--- src/cpc_pkg.sv ---
// ----------------------------------------------------------------------------
// cpc_pkg
// shared types, constants and helpers of the coppock curve filter
// ----------------------------------------------------------------------------
package cpc_pkg;

   // csr register indexes
   localparam logic [1:0] CSR_WMA_LENGTH        = 2'd0;
   localparam logic [1:0] CSR_LONG_RATE_PERIOD  = 2'd1;
   localparam logic [1:0] CSR_SHORT_RATE_PERIOD = 2'd2;

   // csr reset values
   localparam logic [6:0] WMA_LENGTH_RESET        = 7'd10;
   localparam logic [6:0] LONG_RATE_PERIOD_RESET  = 7'd14;
   localparam logic [6:0] SHORT_RATE_PERIOD_RESET = 7'd11;

   // 100 percent in q16.16
   localparam logic [22:0] PCT_SCALE = 23'd6553600;

   // one quotient bit per step
   localparam int DIV_STEPS = 64;

   typedef struct packed {
      logic busy;
      logic done;
   } div_status_type;

   typedef struct packed {
      logic signed [31:0] value;
      logic               clip;
   } sat_type;

   function automatic sat_type sat32(input logic signed [63:0] v);
      sat_type r;
      r.clip  = 1'b0;
      r.value = v[31:0];
      if (v > 64'sh0000_0000_7FFF_FFFF) begin
         r.value = 32'sh7FFF_FFFF;
         r.clip  = 1'b1;
      end else if (v < -64'sh0000_0000_8000_0000) begin
         r.value = -32'sh8000_0000;
         r.clip  = 1'b1;
      end
      return r;
   endfunction

endpackage

--- src/cpc_divider.sv ---
// ----------------------------------------------------------------------------
// cpc_divider
// signed 64 by 32 bit restoring divider, one quotient bit per cycle,
// quotient truncated toward zero
// ----------------------------------------------------------------------------
module cpc_divider
   import cpc_pkg::*;
(
   input  logic                clock,
   input  logic                reset,
   input  logic                start,
   input  logic signed [63:0]  dividend,
   input  logic signed [31:0]  divisor,
   output div_status_type      status,
   output logic signed [63:0]  quotient
);

   localparam int CW = $clog2(DIV_STEPS);

   logic [63:0]   dvd_ff, dvd_in;
   logic [31:0]   dsr_ff, dsr_in;
   logic [31:0]   rem_ff, rem_in;
   logic          neg_ff, neg_in;
   logic          busy_ff, busy_in;
   logic          done_ff, done_in;
   logic [CW-1:0] cnt_ff, cnt_in;
   logic [32:0]   trial;

   always_comb begin
      dvd_in  = dvd_ff;
      dsr_in  = dsr_ff;
      rem_in  = rem_ff;
      neg_in  = neg_ff;
      busy_in = busy_ff;
      cnt_in  = cnt_ff;
      done_in = 1'b0;
      trial   = {rem_ff, dvd_ff[63]};
      if (start) begin
         dvd_in  = dividend[63] ? 64'(-dividend) : 64'(dividend);
         dsr_in  = divisor[31] ? 32'(-divisor) : 32'(divisor);
         neg_in  = dividend[63] ^ divisor[31];
         rem_in  = '0;
         cnt_in  = '0;
         busy_in = 1'b1;
      end else if (busy_ff) begin
         if (trial >= {1'b0, dsr_ff}) begin
            rem_in = 32'(trial - {1'b0, dsr_ff});
            dvd_in = {dvd_ff[62:0], 1'b1};
         end else begin
            rem_in = trial[31:0];
            dvd_in = {dvd_ff[62:0], 1'b0};
         end
         cnt_in = cnt_ff + 1'b1;
         if (cnt_ff == CW'(DIV_STEPS - 1)) begin
            busy_in = 1'b0;
            done_in = 1'b1;
         end
      end
   end

   always_ff @(posedge clock) begin
      if (reset) begin
         busy_ff <= 1'b0;
         done_ff <= 1'b0;
         cnt_ff  <= '0;
      end else begin
         busy_ff <= busy_in;
         done_ff <= done_in;
         cnt_ff  <= cnt_in;
      end
      dvd_ff <= dvd_in;
      dsr_ff <= dsr_in;
      rem_ff <= rem_in;
      neg_ff <= neg_in;
   end

   assign status.busy = busy_ff;
   assign status.done = done_ff;
   assign quotient    = neg_ff ? -$signed(dvd_ff) : $signed(dvd_ff);

endmodule

--- config.mk ---
export PLATFORM = sky130hd
export DESIGN_NAME = cpc_divider
export DESIGN_NICKNAME = d
export VERILOG_FILES = /design/src/cpc_pkg.sv /design/src/cpc_divider.sv
export SDC_FILE = /design/constraint.sdc
export NUM_CORES = 1
export LEC_CHECK = 0
export CORE_MARGIN = 5
export CORE_UTILIZATION = 50
export CTS_BUF_LIST = sky130_fd_sc_hd__clkbuf_8
export CTS_CLUSTER_DIAMETER = 120
export CTS_CLUSTER_SIZE = 25
export DETAILED_ROUTE_END_ITERATION = 16
export DONT_BUFFER_PORTS = 1
export PLACE_DENSITY = 0.73
export SLEW_MARGIN = 20
export SYNTH_ARGS = -nofsm -noshare
export SYNTH_HDL_FRONTEND = slang
export SYNTH_SLANG_ARGS = --single-unit
export TNS_END_PERCENT = 30
--- constraint.sdc ---
create_clock -name clock -period 4.6 [get_ports clock]
set_input_delay 0.23 -clock clock [delete_from_list [all_inputs] [get_ports clock]]
set_output_delay 0.23 -clock clock [all_outputs]
set_load 0.02 [all_outputs]
==> metrics.log <==
INFO  metric max-vdd-ir-drop = 192 uV
INFO  metric cts_buffer_depth = 2
INFO  metric run_status = completed
INFO  metric synthFlopType = edfxtp_1
INFO  metric regToRegStartpoint = dsr_ff[26]
INFO  metric min_path_cells = 1
INFO  metric vias = 8990
INFO  metric hpwlAfterDp = 18900 um
INFO  metric timing.critical_path.required = 4.37 ns
INFO  metric critical_path.most_common_cell = or4_4
INFO  metric cts_made_buffers = 17
INFO  metric dr.pass1.iters = 5
INFO  metric crit_path_max_incr_delay = 0.57 ns
INFO  metric final_cell_area = 11400 um^2
INFO  metric cts.clk_slew.worst_paths = 0.08 ns
INFO  metric antenna_found_initial = 0
INFO  metric grt_usage = 22.2%
INFO  metric worst_r2r_endpoint = rem_ff[31]
INFO  metric largest_net_degree_at_the_start_of_global_routing = 104
INFO  metric setup.reg_to_reg.worst_slack = 0.96 ns
INFO  metric ys.warnings.count = 0
INFO  metric route.detailed.wl_per_inst = 18.2 um
INFO  metric timing.final.crit_period = 4.22 ns
INFO  metric timing.fmax = 0.237 GHz
INFO  metric starting_utilization_of_the_core_area = 51.0%
INFO  metric synth-async-reset-ratio = 0%
INFO  metric worstPathArrival = 3.99 ns
INFO  metric total_overflow_reported_by_the_global_router = 0
INFO  metric yosys_reg_bits = 137
INFO  metric hold_start = divisor[7]
INFO  metric clk_latency = 0.44 ns
INFO  metric first_pass_grt_wire_length = 43600 um
INFO  metric synthCells = 1209
INFO  metric synthDistinctLibCells = 63
INFO  metric report.final.hold_viol_count = 0
INFO  metric syn_area = 10400 um^2
INFO  metric max-cap-violations = 0
INFO  metric ff2ff_path_depth = 10
INFO  metric first_global_vias = 8400
INFO  metric fillerInstances = 1853
INFO  metric wl = 27100 um
INFO  metric tightest_slew = 1.04 ns
INFO  metric timing.hold.worst_endpoint = dsr_ff[7]
INFO  metric critical-path-top-delay-family = simple AND/OR/NAND/NOR gates
INFO  metric synth.avg_cell_area = 8.59 um^2
INFO  metric detail_route.drc_violations = 0
INFO  metric top_level_ports = 165
INFO  metric htree_num_levels = 4
INFO  metric cts_num_sinks = 137
INFO  metric setup_viol = 0
INFO  metric start_kind = flop
INFO  metric place.gp.congestion = 0.933
INFO  metric fp.dieH = 154 um
INFO  metric worstPathMaxFanout = 6
INFO  metric syn_to_final_growth = 9.39%
INFO  metric clock_skew = 0.0122 ns
INFO  metric synth.yosys.seq_area_share = 35.8%
INFO  metric ant_nets = 0
INFO  metric leakagePower = 3.99 nW
INFO  metric clock-root-buffer = clkbuf_8
INFO  metric slew_headroom = 30.6%
INFO  metric synthTopCellsByArea = edfxtp_1 28%, xnor2_1 9.4%, dfxtp_1 7.7%
INFO  metric final_worst_path_cycle_share = 91.8%
INFO  metric num_antenna_cells = 0
INFO  metric number_of_buffers_and_inverters_on_the_critical_path = 0
INFO  metric synth_enable_flop_cells = 97
INFO  metric area_of_the_placeable_core = 20400 um^2
INFO  metric worst_path_max_delay_cell = or4_4
INFO  metric dieArea = 23700 um^2
INFO  metric post-synth-top-area-fraction = 28.1%
INFO  metric final-max-slew-violation-count = 0
INFO  metric syn-num-nets = 1345
INFO  metric hold_removal_path_class = primary input to flop
INFO  metric tritoncts = built
INFO  metric final_layout_size_suffix_gt1_share = 5.09%
INFO  metric pwr_density_cell = 329 nW/um^2
INFO  metric final.setup.tns = 0 ns
INFO  metric design.final.nets = 1341
INFO  metric synth.cells.most_frequent = 125 x nor2_1, 116 x nand2_1, 112 x xnor2_1, 103 x a21oi_1, 97 x edfxtp_1
INFO  metric yosysMostFrequentCell = nor2_1
INFO  metric rsz0062_at_grt = false
INFO  metric critical_path.cell_chain = or4_4, or4_1, or2_4, or4_4, or4_4, or2_4, o41ai_2, xnor2_1
INFO  metric die_width = 154 um
INFO  metric dr.first_iter.drc_count = 705
INFO  metric core.rowCount = 52
INFO  metric via_per_inst = 6.04
INFO  metric number_of_port_buffers = 0
INFO  metric placed_cell_area = 10500 um^2
INFO  metric netlist.top_cell.by_area = edfxtp_1
INFO  metric critical_path_class = flop to primary output
INFO  metric end_kind = primary output
layer usage:
layer  vias to the layer above  wire length [um]  global-route usage, %  part of all wire, %
met2                       317             12500                   35.1                   46
li1                       4426                 -                      -                    -
met5                         -                 0                      0                    0
met3                        24              2150                   4.86                  8.0
met4                         0               297                   5.34                  1.1
met1                      4223             12100                   31.0                   45
how the worst max path moves through the flow:
stage               start      endpoint  slack [ns]  cells past startpoint
3_5_place_dp   dvd_ff[13]  quotient[62]        0.84                      8
2_1_floorplan  dvd_ff[15]  quotient[62]        1.03                      8
4_1_cts        dvd_ff[14]  quotient[62]        0.35                      8
5_1_grt         dvd_ff[5]  quotient[56]        0.16                      8
6_report       dvd_ff[14]  quotient[56]        0.38                      8
3_3_place_gp   dvd_ff[15]  quotient[60]        0.91                      8
cell type report:
class	count	area [um^2]	area share, %
Clock buffer	17	234	2.06
Clock inverter	15	221	1.95
Inverter	53	199	1.75
Multi-Input combinational cell	956	6230	54.8
Sequential cell	137	3710	32.7
Tap cell	270	338	2.97
Timing Repair Buffer	40	423	3.72
placed cells by master (no fill, tap or decap), types with 7 or more instances in the layout:
cell,count
o211ai_1,7
nand2_1,115
or2_2,8
nor3_1,22
edfxtp_1,97
xor2_1,70
nand4_1,13
inv_1,53
o31ai_1,46
o41ai_1,23
nor4_1,7
dfxtp_1,39
o21ai_0,77
a211oi_1,9
nand3_1,12
a311oi_1,22
or4_1,21
clkbuf_8,17
a21oi_1,103
nand2b_1,13
or3_1,25
xnor2_1,112
a21o_1,7
nor2_1,124
dlygate4sd3_1,33
ha_1,36
stage by stage:
stage	util [%]	worst slack, ns	power [mW]	hold slack, ns	instances
final	55.8	0.378	3.74	0.0348	1488
after detailed placement	51.6	0.839	2.56	0.299	1421
after floorplan	-	1.03	2.40	0.302	1209
after CTS	55.6	0.347	3.76	0.000242	1487
after global routing	55.8	0.156	3.93	0.0111	1488
after global placement	51.6	0.909	2.55	0.297	1421
registers in the layout, summed over array words and instances (netlist names):
register and flops:
busy_ff 1, cnt_ff 6, done_ff 1, dsr_ff 32, dvd_ff 64, neg_ff 1
rem_ff 32
worst register-to-register path: stages, from the launching register on:
cell	delay [ns]
edfxtp_1	0.35
inv_1	0.07
ha_1	0.39
nand4_1	0.17
nor3_1	0.08
a31oi_1	0.25
o21ai_0	0.13
o41ai_1	0.86
or2_2	0.68
nor3_1	0.23
a211o_1	0.30
kinds of logic after synthesis:
kind of cell    after synthesis  share of synthesized area (%)
mux                           6                          0.615
compound gates              340                           21.3
flops                       137                           35.8
xor+xnor                    182                           15.4
buf+inv                     116                           4.30
simple gates                391                           18.1
fa+ha+maj                    37                           4.53
power breakdown:
group | switching, mW | internal (mW) | leakage, nW
logic | 0.644 | 0.370 | 2.49
registers | 0.114 | 1.47 | 1.28
clock network | 0.497 | 0.648 | 0.222
repair_timing:
item,CTS,global route
endpoints found under the hold margin,101,0
buffers inserted,0,0
setup endpoints to repair,0,0
gates resized for setup,0,0
hold buffers,34,0
Power figures use the tool's default switching activity.
